### src/sv/hogih_pkg.sv
// ----------------------------------------------------------------------------
// HOG integral histogram package
// Shared sizes, the CORDIC angle table, the front-to-back vote record and
// the saturating adder.
// ----------------------------------------------------------------------------
package hogih_pkg;

  localparam int BINS         = 9;
  localparam int MAX_WIDTH    = 1024;
  localparam int K_W          = $clog2(BINS);
  localparam int COL_W        = $clog2(MAX_WIDTH);
  localparam int WID_W        = COL_W + 1;
  localparam int DEPTH        = BINS * MAX_WIDTH;
  localparam int ADDR_W       = $clog2(DEPTH);
  localparam int SUM_W        = 32;
  localparam int VOTE_W       = 10;
  localparam int MAG_W        = 24;
  localparam int ANG_W        = 16;
  localparam int POS_W        = ANG_W + $clog2(2 * BINS);
  localparam int CORDIC_STEPS = 14;
  localparam int SQRT_STEPS   = 24;
  localparam int GRAD_ZERO    = 127;
  localparam int RECIP        = 1032;
  localparam int RECIP_SH     = 17;
  localparam int BIN_IDX_W    = 4;

  typedef struct packed {
    logic [K_W-1:0]    lo;
    logic [K_W-1:0]    hi;
    logic [VOTE_W-1:0] vote_lo;
    logic [VOTE_W-1:0] vote_hi;
    logic              frame_start;
  } hogih_vote_t;

  function automatic logic [13:0] cordic_atan(input logic [3:0] i);
    logic [13:0] v;
    case (i)
      4'd0:    v = 14'd8192;
      4'd1:    v = 14'd4836;
      4'd2:    v = 14'd2555;
      4'd3:    v = 14'd1297;
      4'd4:    v = 14'd651;
      4'd5:    v = 14'd326;
      4'd6:    v = 14'd163;
      4'd7:    v = 14'd81;
      4'd8:    v = 14'd41;
      4'd9:    v = 14'd20;
      4'd10:   v = 14'd10;
      4'd11:   v = 14'd5;
      4'd12:   v = 14'd3;
      4'd13:   v = 14'd1;
      default: v = 14'd0;
    endcase
    return v;
  endfunction

  function automatic logic [SUM_W-1:0] sat_add(input logic [SUM_W-1:0] a,
                                               input logic [SUM_W-1:0] b);
    logic [SUM_W:0] s;
    s = {1'b0, a} + {1'b0, b};
    return s[SUM_W] ? {SUM_W{1'b1}} : s[SUM_W-1:0];
  endfunction

endpackage

### src/sv/hogih_if.sv
// ----------------------------------------------------------------------------
// HOG integral histogram stream interfaces
// Gradient pixel channel and per-bin integral result channel.
// ----------------------------------------------------------------------------
interface hogih_pix_if;
  logic       valid;
  logic       ready;
  logic [7:0] grad_x;
  logic [7:0] grad_y;
  logic       frame_start;
  modport source (output valid, grad_x, grad_y, frame_start, input ready);
  modport sink (input valid, grad_x, grad_y, frame_start, output ready);
endinterface


### src/sv/hogih_front.sv
// ----------------------------------------------------------------------------
// HOG integral histogram front end
// Takes a gradient pixel, finds its angle by CORDIC and its magnitude by a
// bit-serial square root, and forms the two interpolated bin votes.
// ----------------------------------------------------------------------------
module hogih_front (
  input  logic                  clk,
  input  logic                  rst,
  hogih_pix_if.sink             pixel,
  input  logic                  signed_mode,
  input  logic [15:0]           angle_offset,
  output logic                  push_valid,
  input  logic                  push_ready,
  output hogih_pkg::hogih_vote_t push_item
);
  import hogih_pkg::*;

  localparam logic [2:0] F_IDLE = 3'd0;
  localparam logic [2:0] F_ITER = 3'd1;
  localparam logic [2:0] F_POS  = 3'd2;
  localparam logic [2:0] F_MUL  = 3'd3;
  localparam logic [2:0] F_DIV1 = 3'd4;
  localparam logic [2:0] F_DIV2 = 3'd5;
  localparam logic [2:0] F_PUSH = 3'd6;

  function automatic logic signed [26:0] shr(input logic signed [26:0] v,
                                             input logic [3:0] sh);
    logic signed [26:0] r;
    if (v < 0) begin
      r = -((-v) >>> sh);
    end else begin
      r = v >>> sh;
    end
    return r;
  endfunction

  logic [2:0]           state;
  logic signed [26:0]   x;
  logic signed [26:0]   y;
  logic signed [16:0]   z;
  logic                 base;
  logic                 spec;
  logic [ANG_W-1:0]     spec_ang;
  logic [4:0]           cnt;
  logic [47:0]          rem;
  logic [47:0]          root;
  logic [K_W-1:0]       lo;
  logic [15:0]          f;
  logic                 sel;
  logic [40:0]          pa;
  logic [16:0]          a;
  logic [VOTE_W-1:0]    q0;
  logic [VOTE_W-1:0]    vote_lo;
  logic [VOTE_W-1:0]    vote_hi;
  logic                 fs;

  logic signed [8:0]    dx_in;
  logic signed [8:0]    dy_in;
  logic [15:0]          d2;
  logic signed [26:0]   xi;
  logic signed [26:0]   yi;
  logic signed [26:0]   sx;
  logic signed [26:0]   sy;
  logic signed [16:0]   at;
  logic [47:0]          bitv;
  logic [47:0]          tryv;
  logic [ANG_W-1:0]     ang;
  logic [ANG_W-1:0]     t;
  logic [POS_W-1:0]     posv;
  logic [POS_W-ANG_W-1:0] qb;
  logic [16:0]          wgt;
  logic [16:0]          av;
  logic [16:0]          rr;
  logic [VOTE_W-1:0]    vote;
  logic [K_W-1:0]       hi;

  assign dx_in = $signed({1'b0, pixel.grad_x}) - 9'sd127;
  assign dy_in = $signed({1'b0, pixel.grad_y}) - 9'sd127;
  assign d2    = 16'(dx_in * dx_in + dy_in * dy_in);
  assign xi    = 27'(dx_in) <<< 16;
  assign yi    = 27'(dy_in) <<< 16;
  assign sx    = shr(x, cnt[3:0]);
  assign sy    = shr(y, cnt[3:0]);
  assign at    = $signed({3'b0, cordic_atan(cnt[3:0])});
  assign bitv  = 48'(1) << (6'd46 - {cnt, 1'b0});
  assign tryv  = root + bitv;
  assign ang   = spec ? spec_ang : ({base, 15'b0} + z[15:0]);
  assign t     = ang + angle_offset + (signed_mode ? 16'h8000 : 16'h0000);
  assign posv  = POS_W'(t) * POS_W'(signed_mode ? BINS : 2 * BINS);
  assign qb    = posv[POS_W-1:ANG_W];
  assign wgt   = sel ? {1'b0, f} : (17'h10000 - {1'b0, f});
  assign av    = 17'((pa + (41'(GRAD_ZERO) << 23)) >> 24);
  assign rr    = a - 17'(q0) * 17'(GRAD_ZERO);
  assign vote  = (rr >= 17'(GRAD_ZERO)) ? q0 + 1'b1 : q0;
  assign hi    = (lo == K_W'(BINS - 1)) ? '0 : lo + 1'b1;

  assign pixel.ready = (state == F_IDLE);
  assign push_valid  = (state == F_PUSH);
  assign push_item   = '{lo: lo, hi: hi, vote_lo: vote_lo, vote_hi: vote_hi,
                         frame_start: fs};

  always_ff @(posedge clk) begin
    if (rst) begin
      state <= F_IDLE;
    end else begin
      unique case (state)
        F_IDLE: begin
          if (pixel.valid) begin
            fs    <= pixel.frame_start;
            cnt   <= '0;
            rem   <= 48'(d2) << 32;
            root  <= '0;
            z     <= '0;
            spec  <= (dy_in == 0) || (dx_in == 0);
            if (dy_in == 0) begin
              spec_ang <= (dx_in < 0) ? 16'h8000 : 16'h0000;
            end else begin
              spec_ang <= (dy_in > 0) ? 16'h4000 : 16'hC000;
            end
            base  <= dx_in < 0;
            x     <= (dx_in < 0) ? -xi : xi;
            y     <= (dx_in < 0) ? -yi : yi;
            state <= F_ITER;
          end
        end
        F_ITER: begin
          if ((cnt < 5'(CORDIC_STEPS)) && !spec) begin
            if (y > 0) begin
              x <= x + sy;
              y <= y - sx;
              z <= z + at;
            end else begin
              x <= x - sy;
              y <= y + sx;
              z <= z - at;
            end
          end
          if (rem >= tryv) begin
            rem  <= rem - tryv;
            root <= (root >> 1) + bitv;
          end else begin
            root <= root >> 1;
          end
          cnt <= cnt + 1'b1;
          if (cnt == 5'(SQRT_STEPS - 1)) begin
            state <= F_POS;
          end
        end
        F_POS: begin
          lo    <= (qb >= (POS_W-ANG_W)'(BINS)) ? K_W'(qb - (POS_W-ANG_W)'(BINS))
                                                : K_W'(qb);
          f     <= posv[ANG_W-1:0];
          sel   <= 1'b0;
          state <= F_MUL;
        end
        F_MUL: begin
          pa    <= 41'(wgt) * 41'(root[MAG_W-1:0]);
          state <= F_DIV1;
        end
        F_DIV1: begin
          a     <= av;
          q0    <= VOTE_W'((28'(av) * 28'(RECIP)) >> RECIP_SH);
          state <= F_DIV2;
        end
        F_DIV2: begin
          if (sel) begin
            vote_hi <= (f == 16'd0) ? '0 : vote;
            state   <= F_PUSH;
          end else begin
            vote_lo <= vote;
            sel     <= 1'b1;
            state   <= F_MUL;
          end
        end
        F_PUSH: begin
          if (push_ready) begin
            state <= F_IDLE;
          end
        end
        default: begin
          state <= F_IDLE;
        end
      endcase
    end
  end

endmodule

### src/flat_wrapper.sv
// flat-port wrapper written by rule: the top's interface ports become plain ports
module hogih_front_flat import hogih_pkg::*;
  (clk, rst, signed_mode, angle_offset, push_valid, push_ready, push_item, pixel_valid, pixel_grad_x, pixel_grad_y, pixel_frame_start, pixel_ready);
  hogih_pix_if pixel_i ();
  input  logic clk;
  input  logic rst;
  input  logic signed_mode;
  input  logic [15:0] angle_offset;
  output logic push_valid;
  input  logic push_ready;
  output hogih_pkg::hogih_vote_t push_item;
  input wire logic [$bits(pixel_i.valid)-1:0] pixel_valid;
  input wire logic [$bits(pixel_i.grad_x)-1:0] pixel_grad_x;
  input wire logic [$bits(pixel_i.grad_y)-1:0] pixel_grad_y;
  input wire logic [$bits(pixel_i.frame_start)-1:0] pixel_frame_start;
  output wire logic [$bits(pixel_i.ready)-1:0] pixel_ready;
  assign pixel_i.valid = pixel_valid;
  assign pixel_i.grad_x = pixel_grad_x;
  assign pixel_i.grad_y = pixel_grad_y;
  assign pixel_i.frame_start = pixel_frame_start;
  assign pixel_ready = pixel_i.ready;
  hogih_front u_core (.clk(clk), .rst(rst), .pixel(pixel_i), .signed_mode(signed_mode), .angle_offset(angle_offset), .push_valid(push_valid), .push_ready(push_ready), .push_item(push_item));
endmodule
### config.mk
export PLATFORM = sky130hd
export DESIGN_NAME = hogih_front_flat
export DESIGN_NICKNAME = d
export VERILOG_FILES = /design/src/sv/hogih_pkg.sv /design/src/sv/hogih_if.sv /design/src/sv/hogih_front.sv /design/src/flat_wrapper.sv
export SDC_FILE = /design/constraint.sdc
export NUM_CORES = 2
export LEC_CHECK = 0
export ABC_CLOCK_PERIOD_IN_PS = 11800
export BUFFER_PORTS_ARGS = -buffer_cell sky130_fd_sc_hd__buf_2
export CORE_MARGIN = 10
export CORE_UTILIZATION = 60
export CTS_CLUSTER_SIZE = 24
export DETAILED_ROUTE_END_ITERATION = 16
export GPL_TIMING_DRIVEN = 0
export PLACE_DENSITY = 0.76
export REMOVE_ABC_BUFFERS = 1
export SYNTH_ARGS = -nofsm -noshare
export SYNTH_HDL_FRONTEND = slang
export SYNTH_SLANG_ARGS = --single-unit
export TNS_END_PERCENT = 30
### constraint.sdc
create_clock -name clk -period 11.8 [get_ports clk]
set_clock_uncertainty 0.05 [all_clocks]
set_input_delay 1.18 -clock clk [delete_from_list [all_inputs] [get_ports clk]]
set_output_delay 1.18 -clock clk [all_outputs]
set_load 0.005 [all_outputs]
### Word-level counts from Yosys, hierarchy flattened

Memory sizes are Yosys's and may differ from the RTL's. A register that Yosys moved wholly into a read port is not among the register bits.
Cells that the tools add are included.

| word-level totals | value |
|---|---|
| register bits after elaboration | 303 |
| memory bits (read-only) | 224 |
| bits of input ports | 38 |
| output and inout port bits | 31 |
| logic and storage cells | 145 |
| memories kept | 1 |

Memory list:

| memory | words | width | read ports | clocked after memory_dff | wr ports | line | source |
|---|---|---|---|---|---|---|---|
| (no name shown) | 16 | 14 | 1 | 1 | 0 | hogih_pkg.sv:37 | `case (i)` |

| operators by class | value |
|---|---|
| add/sub/neg operators | 29 |
| multipliers | 6 |
| magnitude comparators | 9 |
| eq/ne operators | 13 |
| shift-type cells | 5 |
| multiplexer cells | 41 |
| bitwise operators | 2 |
| reductions and logical operators | 20 |

Operators with widths:

| cell | count |
|---|---|
| 27-bit two-way mux | 10 |
| 48-bit two-way mux | 4 |
| 48-bit case mux with 2 select lines | 2 |
| 27-bit negation | 4 |
| 27-bit case mux with 2 select lines | 2 |
| 27-bit by 4-bit >>> shifter with 27-bit output | 4 |
| 16-bit two-way mux | 5 |
| 17-bit two-way mux | 4 |
| 16-bit adder | 4 |
| 32-bit zero test | 2 |
| 27-bit adder | 2 |
| 27-bit by 1-bit less-than comparator with 1-bit output, second input constant | 2 |
| 25-bit negation with 27-bit output | 2 |
| 27-bit subtractor | 2 |
| 47-bit by 48-bit adder with 48-bit output | 1 |
| 48-bit adder | 1 |
| 48-bit greater-or-equal comparator | 1 |
| 1-bit by 6-bit << shifter with 48-bit output, first input constant | 1 |
| 48-bit subtractor | 1 |
| 41-bit by 30-bit adder with 41-bit output, second input constant | 1 |
| 17-bit by 24-bit multiplier with 41-bit output | 1 |
| 17-bit case mux with 2 select lines | 1 |
| 9-bit by 9-bit multiplier with 16-bit output | 2 |
| 27-bit by 1-bit greater-than comparator with 1-bit output, second input constant | 1 |
| 42 further kinds | 65 |

### Longest topological paths before layout

| logic depth | value |
|---|---|
| depth after elaboration | 8 |
| depth in mapped cells | 42 |
| depth with buffers taken out | 36 |

### Worst setup path before layout

Ideal clock, no wire load.

| timing | value |
|---|---|
| path type | reg-to-reg |
| start | reg u_core.cnt[0] |
| end | reg u_core.rem[0], enable pin |
| library setup time | 0.470 ns |
| arrival time | 10.372 ns |
| required time | 11.280 ns |
| slack | 0.908 ns |
| cell stages (with the launch flop) | 38 |
| buffers on the path | 9 |
| period minus slack after synthesis | 10.892 ns |
| path through | edfxtp_1 -> buf_1 -> inv_1 -> buf_2 -> buf_2 -> buf_2 -> buf_1 -> buf_1 -> clkbuf_1 -> buf_1 -> ha_1 -> nor3b_1 -> ha_1 -> a31oi_1 -> o21bai_1 -> a31o_2 -> a31oi_1 -> o21bai_1 -> [2 not listed] -> a2111oi_0 -> o31a_1 -> o21bai_1 -> a31o_2 -> a21oi_1 -> nor2_1 -> or3_1 -> a21oi_1 -> xor2_1 -> ha_1 -> nand4_1 -> o21ai_0 -> a221oi_1 -> o21ai_0 -> a41o_1 -> a221oi_1 -> clkbuf_1 -> a21oi_1 |

| between the ends | value |
|---|---|
| longest elaborated chain between the ends | 6 |

RTL lines:

| item | line | source |
|---|---|---|
| start, declared | hogih_front.sv:44 | `logic [4:0] cnt;` |
| start signal, assigned | hogih_front.sv:144 | `cnt <= cnt + 1'b1;` |
| 6-bit subtractor | hogih_front.sv:85 | `assign bitv = 48'(1) << (6'd46 - {cnt, 1'b0});` |
| 1-bit by 6-bit << shifter with 48-bit output | hogih_front.sv:85 |  |
| 48-bit adder | hogih_front.sv:86 | `assign tryv = root + bitv;` |
| 48-bit greater-or-equal comparator | hogih_front.sv:138 | `if (rem >= tryv) begin` |
| 2-bit by 1-bit != test with 1-bit output (no line) | - |  |
| 4-bit AND reduction (no line) | - |  |
| end signal, assigned | hogih_front.sv:111 | `rem <= 48'(d2) << 32;` |
| end signal, assigned | hogih_front.sv:139 | `rem <= rem - tryv;` |
| end, declared | hogih_front.sv:45 | `logic [47:0] rem;` |

Every way passes these cells.
A chain may end at the register's enable or synchronous reset.

### Worst setup path after layout

| timing | value |
|---|---|
| start | reg u_core.cnt[0] |
| end | reg u_core.rem[31], enable pin |

Same word-level chain as after synthesis.

==> results summary <==
The share of async-settable or async-resettable flops after synthesis came out at 0%. The origin of the worst min-delay path is u_core.state[0]$_SDFFE_PP0P_. The prevailing post-synth register cell is edfxtp_1.

Global routing used 30.2% of the available tracks. The netlist area before placement came out at 52700 sq um. The count of nets after finishing is 7224.

The H-tree depth reported by CTS came out at 2. The clock-pin transition on the worst setup and hold timing paths came out at 0.06 ns. The die is around 320 um wide. The cell count of the worst hold path is 2.

The post-route antenna net violation count is 0. The number of setup buffers added after CTS came out at 0. The clock sink count is 279. The relative max-transition margin came out at 0.502%. The timing-limited maximum frequency came out at between 90 and 100 MHz. The critical path endpoint category is a flip-flop.

The cell count after synthesis came out at 6294. Row generation in the floorplan step produced around 110 rows. The layout has between 7000 and 8000 filler cells. The worst reg-to-reg setup slack is 0.95 ns.

The initial antenna violation count is 2. During placement, the flow inserted port buffers numbering 68. The required time of the worst setup path is 12.07 ns.

The count of placed standard cells in the final layout, fillers left out is 7343. The tool flagged a number of max-cap violations equal to 1. The half-perimeter wire length after placement came out at ~120000 um.

The setup path with the least slack is of type reg2reg. The finished cells cover 56000 sq um. The die covers 100000 sq um. The count of buffering cells on the critical path with inverters included is 8.

The max-slew violation count came out at 0. The total length of routed wires is 153000 um. The setup-violating endpoint count in the final report is 0. The routed length per instance came out at 20.8 um. The final reports fail on capacitance limit.

The final period utilization is 92.0%. The type of origin of the critical path is a flip-flop. The die height came out at 316 um. The run finished, with violations left. The number of global-route vias before repair is 46100.

The count of inserted antenna diode cells is 0. The transition time at the pin with the least slew margin came out at approximately 1.5 ns. The number of synthesized register bits came out at 279. The root buffer cell chosen for the clock tree is clkbuf_16. The maximum number of pins on one net before global-route repair is 68. The length of the first detailed-routing pass in iterations came out at 7.

The number of buffers between clock root and the deepest sink is 3. The number of clock buffers inserted by TritonCTS is 37. The standard cell core area is 86900 sq um.

In this run the critical register-to-register path is captured at u_core.rem[31]$_SDFFCE_PN0P_. The global-route wire length before repair is 245000 um. The total count of hold-check failures in the final report is 0.

The sequential element share of the synthesized area came out at 15.6%. The overall via count from detail_route came out at 46100. The worst slack after detailed placement came out at 0.798 ns. For this configuration, the core starts out at a cell density of about three fifths. The clock tree from TritonCTS is built.

For the worst setup path, the data arrival time is 11.13 ns. The detailed-route vias per instance came out at 6.28. The maximum single-stage delay on the critical path came out at 0.67 ns. The kind of cell with the highest combined delay along the critical path is compound AO/OA/AOI/OAI gates. Across all setup checks in the final design, the least slack found is 0.947 ns.

The worst-case hold path end point is u_core.state[2]$_SDFFE_PP0P_. The slowest stage cell on the critical path is nor3b_1. The residual DRC count is 0.

Yosys printed 0 warnings. Setup repair after global routing left no endpoint under its margin. The I/O pin count came out at 69. The post-synthesis cell type count is 108.

Counting stages on the worst path, the most repeated cell is buf_16. Along the worst path, the maximum fanout reaches 48. The number of hold buffers added after cts came out at 0.

Routability-driven placement finished with a final weighted congestion of between 0.9 and 1. After the first detailed-routing iteration, the DRC count stood at around 4200. The number of synthesized flops with an enable pin came out at 262. The source-to-sink clock delay at the later pin of the worst-skew pair is 0.58 ns. The mean area per synthesized cell came out at 8.37 sq um.

In this run the worst hold path is classified as reg2reg. Of the cells placed in the final design, the portion with a size suffix greater than 1 is 5.96%. The area growth from synthesis to layout came out at 6.35%. The count of cells resized by post-cts repair is 0.

The area of placed instances is around 55000 sq um. The post-layout minimum cycle time is approximately 11 ns. The placed cell count came out at around 7300. Global routing finished with a remaining overflow of 0. Measured in cells, the most critical reg-to-reg path has a length of 37. The worst register-to-register path begins at u_core.cnt[0]$_DFFE_PP_.
==> layout make-up <==
| type | instances | area, sq um | area share, % |
|---|---|---|---|
| clock inverters | 24 | 277 | 0.494 |
| clock buffers | 43 | 948 | 1.69 |
| inverters | 816 | 3070 | 5.48 |
| flip-flops and latches | 279 | 8210 | 14.7 |
| multi-input cells | 4892 | 40400 | 72.1 |
| repair buffers | 134 | 1660 | 2.96 |
| well taps | 1155 | 1450 | 2.58 |
==> how the worst max path moves through the flow <==
stage                                  from                            to  slack [ns]  depth (start not counted)
finish              u_core.cnt[0]$_DFFE_PP_  u_core.rem[31]$_SDFFCE_PN0P_        0.95                         37
global route          u_core.f[2]$_DFFE_PP_       u_core.pa[40]$_DFFE_PP_        0.30                         34
CTS                   u_core.f[0]$_DFFE_PP_       u_core.pa[39]$_DFFE_PP_        0.74                         33
detailed placement    u_core.f[0]$_DFFE_PP_       u_core.pa[39]$_DFFE_PP_        0.80                         33
global placement    u_core.cnt[0]$_DFFE_PP_      u_core.rem[40]$_DFFE_PP_       -9.20                         30
floorplan           u_core.cnt[0]$_DFFE_PP_   u_core.rem[0]$_SDFFCE_PN0P_       -1.69                         28
==> logic make-up after synthesis <==
kind of cell | synth area share (%)
AND/OR/NAND/NOR | 19.4
AO/OA/AOI/OAI | 15.6
buffers and inverters | 8.14
adder cells (fa/ha/maj) | 31.8
XOR/XNOR | 7.19
flip-flops | 15.6
multiplexers | 2.23
other | 0.0143
==> synthesized netlist by cell type (90+ instances only) <==
master | number | area, sq um
fa_1 | 524 | 10500
a21oi_1 | 276 | 1380
clkbuf_1 | 247 | 927
edfxtp_1 | 262 | 7870
nand3_1 | 111 | 556
nor2_1 | 462 | 1730
nand2_1 | 712 | 2670
o21ai_0 | 250 | 1250
inv_1 | 812 | 3050
nor2b_1 | 90 | 563
xor2_1 | 176 | 1540
xnor2_1 | 256 | 2240
nor3_1 | 138 | 691
and2_1 | 184 | 1150
ha_1 | 502 | 6280
==> cells in the final DEF (no fill, tap or decap), types with 54 or more instances in the layout <==
cell / count
a211oi_1: 73
a21o_1: 70
a21oi_1: 274
a31oi_1: 83
and2_1: 184
and3_1: 59
buf_2: 69
edfxtp_1: 262
fa_1: 524
ha_1: 502
inv_1: 808
mux2i_1: 60
nand2_1: 712
nand3_1: 111
nor2_1: 459
nor2b_1: 89
nor3_1: 136
o21ai_0: 250
o21bai_1: 54
or3_1: 54
xnor2_1: 254
xor2_1: 164
==> flip-flops by register name (all words and copies together), names as in the netlist, 14 cells and up <==
register / count
u_core.y: 27
u_core.rem: 48
u_core.pa: 18
u_core.x: 27
u_core.f: 16
u_core.at: 14
u_core.root: 48
u_core.a: 17
u_core.z: 16
==> stage by stage <==
step | hold WS [ns] | setup TNS [ns] | util [%]
final | 0.595 | 0 | 64.5
after global placement | 0.539 | -1126.52 | 61.3
after CTS | 0.582 | 0 | 64.4
after global routing | 0.637 | 0 | 64.5
after floorplan | 0.486 | -107.12 | -
after detailed placement | 0.574 | 0 | 63.0
==> tightest hold or removal path, delay by kind of cell (launching register included) <==
kind,cells,cell delay [ns]
compound gates,1,0.06
simple gates,1,0.13
flops,1,0.41
==> routing by layer <==
metal | vias up | global-route usage [%] | part of all wire, %
met5 | - | 0 | 0.016
met3 | 513 | 4.56 | 7.9
met2 | 2079 | 51.8 | 48
met1 | 22400 | 37.4 | 39
met4 | 4 | 13.6 | 5.1
li1 | 21100 | - | -
Power is not shown: default switching activity piles up to over one toggle a cycle in this logic, so the estimate is an artifact.
