## src/sv/hogih_pkg.sv

```systemverilog
// ----------------------------------------------------------------------------
// HOG integral histogram package
// Shared sizes, the CORDIC angle table, the front-to-back vote record and
// the saturating adder.
// ----------------------------------------------------------------------------
package hogih_pkg;

  localparam int BINS         = 9;
  localparam int MAX_WIDTH    = 1024;
  localparam int K_W          = $clog2(BINS);
  localparam int COL_W        = $clog2(MAX_WIDTH);
  localparam int WID_W        = COL_W + 1;
  localparam int DEPTH        = BINS * MAX_WIDTH;
  localparam int ADDR_W       = $clog2(DEPTH);
  localparam int SUM_W        = 32;
  localparam int VOTE_W       = 10;
  localparam int MAG_W        = 24;
  localparam int ANG_W        = 16;
  localparam int POS_W        = ANG_W + $clog2(2 * BINS);
  localparam int CORDIC_STEPS = 14;
  localparam int SQRT_STEPS   = 24;
  localparam int GRAD_ZERO    = 127;
  localparam int RECIP        = 1032;
  localparam int RECIP_SH     = 17;
  localparam int BIN_IDX_W    = 4;

  typedef struct packed {
    logic [K_W-1:0]    lo;
    logic [K_W-1:0]    hi;
    logic [VOTE_W-1:0] vote_lo;
    logic [VOTE_W-1:0] vote_hi;
    logic              frame_start;
  } hogih_vote_t;

  function automatic logic [13:0] cordic_atan(input logic [3:0] i);
    logic [13:0] v;
    case (i)
      4'd0:    v = 14'd8192;
      4'd1:    v = 14'd4836;
      4'd2:    v = 14'd2555;
      4'd3:    v = 14'd1297;
      4'd4:    v = 14'd651;
      4'd5:    v = 14'd326;
      4'd6:    v = 14'd163;
      4'd7:    v = 14'd81;
      4'd8:    v = 14'd41;
      4'd9:    v = 14'd20;
      4'd10:   v = 14'd10;
      4'd11:   v = 14'd5;
      4'd12:   v = 14'd3;
      4'd13:   v = 14'd1;
      default: v = 14'd0;
    endcase
    return v;
  endfunction

  function automatic logic [SUM_W-1:0] sat_add(input logic [SUM_W-1:0] a,
                                               input logic [SUM_W-1:0] b);
    logic [SUM_W:0] s;
    s = {1'b0, a} + {1'b0, b};
    return s[SUM_W] ? {SUM_W{1'b1}} : s[SUM_W-1:0];
  endfunction

endpackage

```

## src/sv/hogih_queue.sv

```systemverilog
// ----------------------------------------------------------------------------
// HOG integral histogram vote queue
// Two-entry queue of vote records between the front end and the back end.
// ----------------------------------------------------------------------------
module hogih_queue (
  input  logic                   clk,
  input  logic                   rst,
  input  logic                   push_valid,
  output logic                   push_ready,
  input  hogih_pkg::hogih_vote_t push_item,
  output logic                   pop_valid,
  input  logic                   pop_ready,
  output hogih_pkg::hogih_vote_t pop_item
);
  import hogih_pkg::*;

  hogih_vote_t entry [2];
  logic        wptr;
  logic        rptr;
  logic [1:0]  count;
  logic        do_push;
  logic        do_pop;

  assign push_ready = (count != 2'd2);
  assign pop_valid  = (count != 2'd0);
  assign pop_item   = entry[rptr];
  assign do_push    = push_valid && push_ready;
  assign do_pop     = pop_valid && pop_ready;

  always_ff @(posedge clk) begin
    if (do_push) begin
      entry[wptr] <= push_item;
    end
    if (rst) begin
      wptr  <= 1'b0;
      rptr  <= 1'b0;
      count <= 2'd0;
    end else begin
      if (do_push) begin
        wptr <= ~wptr;
      end
      if (do_pop) begin
        rptr <= ~rptr;
      end
      count <= count + {1'b0, do_push} - {1'b0, do_pop};
    end
  end

endmodule

```

## config.mk

```make
export PLATFORM = sky130hd
export DESIGN_NAME = hogih_queue
export DESIGN_NICKNAME = d
export VERILOG_FILES = /design/src/sv/hogih_pkg.sv /design/src/sv/hogih_queue.sv
export SDC_FILE = /design/constraint.sdc
export NUM_CORES = 1
export LEC_CHECK = 0
export BUFFER_PORTS_ARGS = -buffer_cell sky130_fd_sc_hd__buf_2
export CAP_MARGIN = 5
export CORE_MARGIN = 10
export CORE_UTILIZATION = 46
export CTS_CLUSTER_DIAMETER = 30
export DETAILED_ROUTE_END_ITERATION = 12
export PLACE_DENSITY = 0.81
export SYNTH_ARGS = -nofsm -noshare
export SYNTH_HDL_FRONTEND = slang
export SYNTH_SLANG_ARGS = --single-unit
```

## constraint.sdc

```tcl
create_clock -name clk -period 2.2 [get_ports clk]
set_clock_uncertainty 0.1 [all_clocks]
set_input_delay 0.11 -clock clk [delete_from_list [all_inputs] [get_ports clk]]
set_output_delay 0.11 -clock clk [all_outputs]
set_load 0.1 [all_outputs]
```

### Yosys cells after proc, flatten, opt, wreduce, memory -nomap -nowiden

Memories as Yosys holds them, arrays and structs flattened. A register that Yosys moved wholly into a read port is not among the register bits.
Index checks and enable logic that the tools add are counted.

* word-level logic and storage cells: 16
* output and inout port bits: 31
* input bits: 33
* memories: 1
* memory bits (writable): 58
* bits in registers: 4
* bits in latches: 0
* ROM bits: 0

Memories
* entry: depth 2, bits a word 29, read ports 1, clocked after Yosys merged registers in 1, wr ports 1, RTL line hogih_queue.sv:17 `hogih_vote_t entry [2];`

* div/mod/pow operators: 0
* bitwise logic cells: 2
* multiplexer cells: 4
* equality and inequality tests: 1
* shift-type cells: 0
* order comparisons: 0
* $mul: 0
* $add $sub $neg: 2
* reductions and logical operators: 3

Operators by type and width (number)
* 1-bit 2-to-1 mux: 4
* 2-bit by 1-bit adder with 2-bit output: 1
* 1-bit logical AND: 2
* 2-bit inequality test (second input constant): 1
* 1-bit NOT: 2
* 2-bit nonzero test: 1
* 2-bit by 1-bit subtractor with 2-bit output: 1

### Longest topological paths before layout

Gate-level depths: netlist (run 1).

* depth in word-level cells: 4
* mapped depth: 8
* mapped depth without buffers: 8

### Worst setup path after synthesis (run 1)

No wires, ideal clock.

* path type: reg-to-reg
* from: register count[0]
* to: memory entry[0][0] in the netlist's numbering (enable)
* required time: 1.685 ns
* period minus slack after synthesis: 2.729 ns
* library setup time: 0.415 ns
* cell stages (with the launch flop): 4
* data arrival time: 2.214 ns
* buffers on the path: 0
* path slack: -0.529 ns
* path through: dfxtp_1 nand2b_2 nand2_2 nor2_1

* cells in the longest elaborated chain, start to end: 4

Ends and longest elaborated chain
* from (decl): RTL line hogih_queue.sv:20 `logic [1:0] count;`
* from (signal assigned): RTL line hogih_queue.sv:45 `count <= count + {1'b0, do_push} - {1'b0, do_pop};`
* 2-bit inequality test: RTL line hogih_queue.sv:24 `assign push_ready = (count != 2'd2);`
* named net push_ready: RTL line hogih_queue.sv:9 `output logic push_ready,`
* 1-bit logical AND: RTL line hogih_queue.sv:27 `assign do_push = push_valid && push_ready;`
* 1-bit 2-to-1 mux: RTL line hogih_queue.sv:31 `if (do_push) begin`
* 1-bit 2-to-1 mux (not written as such): RTL line hogih_queue.sv:32 `entry[wptr] <= push_item;`
* to (decl): RTL line hogih_queue.sv:17

The timed path passes the listed nets, and every way through them passes these cells.

### Worst setup path in the final report (run 1)

* from: register count[0]
* to: register count[1]

* cells in the longest elaborated chain, start to end: 4
* elaborated cells on any way between the ends: 6
* classes of those cells: add/sub: 2; eq/ne: 1; reduce/logical: 3

Ends and longest elaborated chain (RTL line)
* 2-bit inequality test: hogih_queue.sv:24
* 1-bit logical AND: hogih_queue.sv:27
* 2-bit by 1-bit adder with 2-bit output: hogih_queue.sv:45
* 2-bit by 1-bit subtractor with 2-bit output (*): hogih_queue.sv:45

Mark *: on every way between the ends. The rest lies on a longest branch, timed or not.
A chain may end at the register's enable or synchronous reset.

==> impl_metrics.yaml, run 1 <==
timing:
  setup_viol: 0
  drv_slew: 0
  min_period_ns: 1.74
  fmax_mhz: 575
  grt_setup_unrepaired: "no"
  hold_ws_ns: 0.0834
  tightest_slew_ns: 0.498
  hold_viol: 0
  relSlewSlack_pct: 67.0
  setup_tns_ns: 0
  period_share_pct: 79.1
yosys:
  synthesis.nets: 149
  yosys-top-cells-area: "edfxtp_1 (74%), mux2_2 (9.5%), mux2_4 (6.3%), dfxtp_1 (4.2%), ha_1 (1.1%)"
  ys_seq_elements: 63
  ys_seq_area_share_pct: 77.8
  synth-edff-count: 58
  synth_simple_gate_area_share_pct: 2.49
  synth_ff_type: "edfxtp_1"
  synth_cell_types: 17
  synthMuxAreaShare_pct: 15.9
  synth_fa_ha_area_share_pct: 1.06
  synth.largest_area_cell: "edfxtp_1"
  syn_avg_cell_area_um2: 20.8
  yosysMostFrequentCell: "edfxtp_1"
  async_flop_share_pct: 0
  yosys_warnings: 0
  yosys-top-cells-count: "edfxtp_1 (58), mux2_2 (20), mux2_4 (10), dfxtp_1 (5), nor2_1 (5)"
  synth_top_family_by_area: "multiplexers"
  synth-compound-area-share_pct: 0.317
  synth_cells: 114
  syn_area_mm2: 0.00237
  synth_xor_area_share_pct: 1.11
  synth_top_area_share_pct: 73.6
cells_and_area:
  final_nets: 254
  drive_gt1_share_pct: 51.8
  diodes: 0
  areaGrowthSynthToFinish_pct: 58.5
  final_cell_area_mm2: 0.00375
worst_hold_path:
  hold_class: "input pin to flop"
  worstHoldStart: "push_valid"
  hold_depth: 3
critical_path:
  cp-end-kind: "flop"
  slowest_delay_ns: 0.37
  startpoint: "count[0]"
  cp_slowest_cell: "dfxtp_1"
  r2r_start: "count[0]"
  path_buf_inv: 1
  cp_top_family: "adder cells"
  worstSetupPathType: "flop to flop"
  rrSetupSlack_ns: 0.46
  cp.depth: 8
  setup.worst_path.start_class: "flop"
  arrival_ns: 1.86
  reg2reg_depth: 8
  path_cells: "nand2b_2 -> nand2_2 -> ha_1 -> inv_1 -> ha_1 -> xor2_1 -> xnor2_1 -> nor2_1"
  path_common_cell: "ha_1"
  crit_fanout: 4
  crit_required_ns: 2.32
floorplanning:
  io_pins: 64
  die_area_mm2: 0.00841
  die_w_um: 91.7
  initial_core_util_pct: 46.9
  core_mm2: 0.00504
  num_rows: 26
  die_h_um: 91.7
power:
  vdd.ir_drop.worst_mv: 1.09
  internal-power_mw: 3.22
  power_density_mw_per_mm2: 1460
  leakage_nw: 1.46
  power.net_switching_mw: 2.25
  seqPwrFrac_pct: 28.6
  comb_power_share_pct: 50.2
  swShare_pct: 41.1
  clkPwrFrac_pct: 21.2
routing:
  viasPerCell: 4.66
  wl_per_cell_um: 16.7
  drt-total-wl_mm: 4.90
  ant_nets: 0
  routed-via-count: 1370
  drt_iter0_markers: 102
  firstDrtPassIters: 4
  drc: 0
clock_network:
  cts_resized: 0
  clkSlewWorstSetupHoldPaths_ns: 0.07
  cts.sinks: 63
  cts_tree: "built"
  post_cts_buffers: 0
  cts_htree_levels: 3
  cts_buffers: 9
  root_buffer: "clkbuf_8"
  insertion_delay_ns: 0.32
  postCtsHoldBufs: 30
  cts.path.max_buffers: 2
run_status:
  outcome: "complete, no violations"
grt:
  antenna_found_initial: 0
  grt_pass1_vias: 1530
  grt-ovfl-total: 0
  grt_max_degree: 30
  grt_usage_pct: 12.2
  grt_first_pass_wirelength_mm: 7.94
placed_design:
  io_buffers: 63
  dp_hpwl_mm: 3.20
  placed_area_mm2: 0.00321
  gp_congestion: 0.662
run:
  maxCapViolCount: 0
## per-stage QoR
stage	power, mW	util (%)	std cells	worst slack [ns]
after floorplan	3.40	-	114	0.0157
after global placement	4.27	63.7	248	0.616
after detailed placement	4.31	63.7	248	0.500
after CTS	5.52	74.4	294	0.448
after global routing	5.66	74.4	294	0.289
final	5.47	74.4	294	0.460
## registers in the layout, summed over array words and instances (netlist names), named ones only
signal and count:
entry 58, count 2, rptr 1, wptr 1
## area by class of cell
type | count | area, um2
clock buffers | 9 | 124
clock inverters | 7 | 111
fillers | 290 | 1290
inverters | 1 | 3.75
multi-input cells | 47 | 500
flip-flops and latches | 63 | 1840
well taps | 70 | 87.6
repair buffers | 97 | 1080
## worst reg2reg max path: cells and delay by family (launching register included)
family | cells | cell delay (ns)
adder cells (fa/ha/maj) | 2 | 0.44
buffers and inverters | 1 | 0.06
XOR/XNOR | 2 | 0.36
flip-flops | 1 | 0.37
AND/OR/NAND/NOR | 3 | 0.32
## layout by cell type, fill, tap and decap left out
cell type | Yosys | final
edfxtp_1 | 58 | 58
buf_2 | 1 | 34
dlygate4sd3_1 | 0 | 30
buf_12 | 0 | 29
mux2_2 | 20 | 20
mux2_4 | 10 | 10
clkbuf_8 | 0 | 9
dfxtp_1 | 5 | 5
nor2_1 | 5 | 4
buf_4 | 0 | 4
bufinv_16 | 0 | 3
nor2b_1 | 2 | 2
xnor2_1 | 2 | 2
ha_1 | 2 | 2
clkinv_2 | 0 | 2
o21a_1 | 1 | 1
nand2b_2 | 1 | 1
nand2_2 | 1 | 1
or2_2 | 1 | 1
inv_1 | 1 | 1
and3_1 | 1 | 1
nor2_4 | 0 | 1
xor2_1 | 1 | 1
clkinv_1 | 0 | 1
clkinvlp_4 | 0 | 1
## worst paths after layout
path,end
hold / removal,wptr
setup / recovery,count[1]
setup reg to reg,count[1]
hold reg to reg,rptr
## power groups by stage
stage                     clock network, mW  registers, mW  logic (mW)
after floorplan                           0           1.58        1.83
after global placement                    0           1.58        2.69
after detailed placement                  0           1.59        2.72
after CTS                              1.18           1.57        2.77
after global routing                   1.25           1.58        2.83
final                                  1.16           1.56        2.74
## cell families (layout without fill, tap and decap cells)
kind of cell / Yosys count / count (layout)
DFF: 63 / 63
muxes: 30 / 30
and+or+nand+nor: 11 / 11
buffers and inverters: 4 / 114
xor gates and xnor gates: 3 / 3
adders and majority gates: 2 / 2
AOI/OAI and AO/OA: 1 / 1
## per-layer routing
metal | vias up | global-route usage [%] | routed length [um]
li1 | 653 | - | -
met5 | - | 0 | 0
met4 | 0 | 5.78 | 52
met1 | 663 | 12.8 | 1960
met2 | 49 | 20.7 | 2560
met3 | 5 | 5.38 | 330
(Power assumes the default switching activity.)
==> run 2, diff against run 1 <==
- clock period: 2.2 -> 1.4 ns (I/O delays scaled with it)
==> run 2 against run 1 <==
The flow now finishes with violations (setup timing). Sequential share of layout area is 5.5 points lower. Via count is 11% higher. Cell count is 6.5% higher. Worst setup slack worse by 0.65 ns. Design area is 13% higher. Sequential power is 62% higher. Clock power is 22% higher. Sequential cell count stayed put. Largest power group unchanged.
==> impl_metrics.yaml, run 2 (same netlist as run 1, synthesis figures left out) <==
run_status:
  outcome: "finished, violations left"
  violations: "setup timing"
routing:
  wl_met3_um: 433
  m1WireLength_mm: 2.34
  viasPerCell: 4.86
  routed-via-count: 1521
  drt-total-wl_mm: 6.31
  ant_nets: 0
  drt_iter0_markers: 91
  firstDrtPassIters: 4
  drc: 0
  wl_met2_mm: 3.46
  wl_per_cell_um: 20.2
  route.top_layer_used: "met4"
floorplanning:
  die_h_um: 91.7
  core_mm2: 0.00504
  die_area_mm2: 0.00841
  initial_core_util_pct: 46.9
  die_w_um: 91.7
  num_rows: 26
  io_pins: 64
cells_and_area:
  layout.cells.non_filler: 313
  largest_reg_flops: 58
  final_nets: 276
  final_cell_area_mm2: 0.00425
  reg.largest.list: "entry: 58 flops, count: 2 flops"
  largest_register: "entry"
  drive_gt1_share_pct: 58.8
  fillers: 239
  utilization_pct: 84.2
  areaGrowthSynthToFinish_pct: 79.4
  diodes: 0
  mostFrequentLayoutCell: "edfxtp_1"
  most-common-layout-cells: "edfxtp_1 (58), buf_12 (36), buf_2 (32), dlygate4sd3_1 (30), mux2_4 (26)"
timing:
  hold_ws_ns: 0.198
  setup_tns_ns: -6.20
  relSlewSlack_pct: 87.0
  drv_slew: 0
  min_period_ns: 1.59
  fmax_mhz: 627
  hold_viol: 0
  layout_setup_ws_ns: -0.194
  grt_setup_unrepaired: "yes"
  period_share_pct: 114
  tightest_slew_ns: 0.193
  setup_viol: 74
power:
  power_density_mw_per_mm2: 2180
  finalPower_mw: 9.26
  vdd.ir_drop.worst_mv: 1.59
  leakage_nw: 1.70
placed_design:
  post-place-ws_ns: -0.189
  place_inst: 255
  placed_area_mm2: 0.00337
  dp_hpwl_mm: 3.36
  gp_congestion: 0.651
  io_buffers: 63
grt:
  grt_first_pass_wirelength_mm: 9.03
  grt-ovfl-total: 0
  grt_max_degree: 20
  grt_usage_pct: 13.9
  grt_pass1_vias: 1637
  antenna_found_initial: 0
critical_path:
  setup.worst_path.start_class: "flop"
  rrSetupSlack_ns: -0.17
  path_cells: "buf_12 -> mux2_4 -> buf_12"
  path_common_cell: "buf_12"
  arrival_ns: 1.42
  timing.rr.end: "count[1]"
  crit_required_ns: 1.23
  crit_fanout: 10
  cp_slowest_cell: "dfxtp_4"
  slowest_delay_ns: 0.42
  worstSetupPathType: "flop to output pin"
  r2r_start: "count[1]"
  reg2reg_depth: 7
  cp-end-kind: "output pin"
clock_network:
  cts.sinks: 63
  root_buffer: "clkbuf_8"
  cts_tree: "built"
  cts.path.max_buffers: 2
  clkSlewWorstSetupHoldPaths_ns: 0.06
  cts_buffers: 9
  insertion_delay_ns: 0.32
  cts_htree_levels: 3
run:
  maxCapViolCount: 0
worst_hold_path:
  holdPathEnd: "count[1]"
  hold_depth: 5
  hold_class: "input pin to flop"
  worstHoldStart: "push_valid"
run 2: critical path, delay by kind of cell, from the launching register on:
family / cells / cell delay, ns
multiplexers: 1 / 0.34
flip-flops: 1 / 0.42
buffers and inverters: 2 / 0.34
run 2: metal layers:
layer / up-vias / GRT usage (%)
met2: 62 / 25.1
met3: 6 / 4.73
met1: 759 / 14.1
li1: 694 / -
met4: 0 / 6.68
met5: - / 0
run 2: layout make-up:
| type | instances | area (um2) | area share, % |
|---|---|---|---|
| timing repair buffer | 119 | 1520 | 35.8 |
| clock inverter | 2 | 35.0 | 0.825 |
| tap | 70 | 87.6 | 2.06 |
| inverter | 1 | 3.75 | 0.0884 |
| clock buffer | 11 | 131 | 3.09 |
| multi-input combinational | 47 | 618 | 14.6 |
| sequential | 63 | 1850 | 43.6 |
run 2: how the worst max path moves through the flow:
stage                        to  slack, ns  cells past startpoint
global placement       count[1]      -0.14                      7
CTS                 pop_item[8]      -0.22                      3
finish              pop_item[7]      -0.19                      3
detailed placement     count[1]      -0.19                      7
floorplan              count[1]      -0.36                      8
global route           count[1]      -0.23                      7
run 2: power by group:
group	switching [mW]	total (mW)	leakage, nW	internal [mW]
registers	0.134	2.52	0.585	2.39
logic	3.02	5.32	1.03	2.30
clock network	0.627	1.42	0.0851	0.791
total	3.78	9.26	1.70	5.47
run 2: repair_timing:
action | in CTS | in global routing
gates resized for setup | 20 | 15
setup endpoints to repair | 51 | 80
pin swaps | 3 | 1
hold endpoints to repair | 62 | 0
cloned | 1 | 9
hold buffers | 30 | 0
setup buffers | 1 | 5
==> run 3, diff against run 2 <==
- CORE_UTILIZATION: 46 -> 50
- HOLD_SLACK_MARGIN: unset -> 0.1
- PLACE_DENSITY: 0.81 -> 0.84
- clock period: 1.4 -> 2 ns (I/O delays scaled with it)
==> run 3 against run 2 <==
The flow now finishes without violations. Die area shrank 6.3%. Clock power shrank 20%. Worst setup slack gained 0.41 ns. Worst hold slack lost 0.049 ns. Utilization shrank 1.1 points. Cell count shrank 12%. Combinational power shrank 43%. Routed wire length shrank 14%. Highest routed layer unchanged.
==> impl_metrics.yaml, run 3 (same netlist as run 1, synthesis figures left out) <==
grt:
  grt-ovfl-total: 0
  grt_usage_pct: 14.7
  grt_first_pass_wirelength_mm: 8.30
  grt_pass1_vias: 1533
  antenna_found_initial: 0
  grt_max_degree: 30
critical_path:
  timing.rr.end: "count[1]"
  crit_fanout: 20
  cp-end-kind: "output pin"
  setup.worst_path.start_class: "flop"
  worstSetupPathType: "flop to output pin"
  rrSetupSlack_ns: 0.26
  reg2reg_depth: 8
  crit_required_ns: 1.80
  r2r_start: "count[0]"
  arrival_ns: 1.58
cells_and_area:
  mostFrequentLayoutCell: "edfxtp_1"
  utilization_pct: 83.1
  multi_input_area_um2: 502
  areaGrowthSynthToFinish_pct: 57.2
  largest_reg_flops: 58
  layout.cells.non_filler: 277
  final_cell_area_mm2: 0.00372
  largest_register: "entry"
  fillers: 213
  most-common-layout-cells: "edfxtp_1 (58), buf_2 (34), dlygate4sd3_1 (31), buf_12 (30), mux2_2 (20)"
  drive_gt1_share_pct: 50.2
  final_nets: 255
  seqCellArea_mm2: 0.00184
  reg.largest.list: "entry: 58 flops, count: 2 flops"
  diodes: 0
floorplanning:
  die_area_mm2: 0.00788
  core_mm2: 0.00447
  initial_core_util_pct: 52.9
  die_w_um: 88.8
  die_h_um: 88.8
  io_pins: 64
  num_rows: 24
routing:
  route.top_layer_used: "met4"
  m1WireLength_mm: 1.97
  drt_iter0_markers: 161
  firstDrtPassIters: 4
  drc: 0
  wl_met2_mm: 2.96
  wl_met3_um: 387
  drt-total-wl_mm: 5.42
  viasPerCell: 4.99
  routed-via-count: 1382
  ant_nets: 0
  wl_per_cell_um: 19.6
placed_design:
  io_buffers: 63
  place_inst: 230
  dp_hpwl_mm: 3.55
  gp_congestion: 0.666
  placed_area_mm2: 0.00321
clock_network:
  cts_resized: 0
  cts_htree_levels: 3
  cts_tree: "built"
  root_buffer: "clkbuf_8"
  cts_buffers: 9
  postCtsHoldBufs: 31
  post_cts_buffers: 0
  cts.sinks: 63
  insertion_delay_ns: 0.33
  cts.path.max_buffers: 2
  clkSlewWorstSetupHoldPaths_ns: 0.06
worst_hold_path:
  worstHoldStart: "pop_ready"
  hold_depth: 4
  holdPathEnd: "rptr"
  hold_class: "input pin to flop"
run_status:
  outcome: "complete, no violations"
power:
  internal-power_mw: 3.42
  clkPwrFrac_pct: 19.3
  seqPwrFrac_pct: 29.3
  vdd.ir_drop.worst_mv: 1.42
  power.net_switching_mw: 2.49
  swShare_pct: 42.1
  finalPower_mw: 5.91
  power_density_mw_per_mm2: 1590
  leakage_nw: 1.45
  comb_power_share_pct: 51.4
run:
  maxCapViolCount: 0
timing:
  setup_viol: 0
  fmax_mhz: 562
  hold_viol: 0
  relSlewSlack_pct: 67.1
  grt_setup_unrepaired: "no"
  period_share_pct: 89.0
  min_period_ns: 1.78
  drv_slew: 0
  setup_tns_ns: 0
  tightest_slew_ns: 0.497
run 3: cell count changes in the layout (fill, tap and decap cells not counted), moves of 2 or more:
| cell | previous run | this run |
|---|---|---|
| clkinv_1 | 0 | 4 |
| buf_8 | 3 | 0 |
| buf_6 | 4 | 0 |
| mux2_4 | 26 | 10 |
| ha_4 | 2 | 0 |
| clkbuf_16 | 7 | 0 |
| dfxtp_1 | 2 | 5 |
| dfxtp_4 | 2 | 0 |
| buf_2 | 32 | 34 |
| ha_1 | 0 | 2 |
| buf_12 | 36 | 30 |
| mux2_2 | 4 | 20 |
| buf_4 | 6 | 3 |
run 3: worst max path at each step:
stage	to	slack, ns	cells past startpoint
3_3_place_gp	count[1]	0.41	8
6_report	pop_item[4]	0.22	3
2_1_floorplan	count[1]	-0.02	8
4_1_cts	pop_item[14]	0.22	3
3_5_place_dp	count[1]	0.27	8
5_1_grt	count[1]	0.1	8
run 3: critical path, stage by stage, from the launching register on:
cell,delay (ns)
dfxtp_1,0.32
buf_4,0.31
mux2_2,0.42
buf_12,0.17
run 3: final cells by class:
type | instances | share of cell area [%]
flip-flops and latches | 63 | 49.5
repair buffers | 98 | 29.7
multi-input cells | 47 | 13.5
clock buffers | 10 | 3.43
clock inverters | 6 | 2.02
well taps | 52 | 1.75
inverters | 1 | 0.101
run 3: layer usage:
layer	GRT usage [%]	vias to the layer above
li1	-	650
met1	14.9	668
met2	25.6	52
met3	5.79	12
met4	7.49	0
met5	0	-
run 3: power by group through the flow:
stage / registers (mW) / logic [mW] / clock network (mW)
2_1_floorplan: 1.73 / 2.01 / 0
3_5_place_dp: 1.76 / 2.99 / 0
4_1_cts: 1.73 / 3.05 / 1.15
3_3_place_gp: 1.73 / 2.95 / 0
6_report: 1.73 / 3.04 / 1.14
5_1_grt: 1.75 / 3.13 / 1.22
run 3: metrics by stage:
stage / hold WS [ns] / worst slack, ns
2_1_floorplan: 0.0716 / -0.0238
5_1_grt: 0.154 / 0.0991
6_report: 0.149 / 0.220
3_5_place_dp: 0.193 / 0.268
3_3_place_gp: 0.190 / 0.413
4_1_cts: 0.143 / 0.217
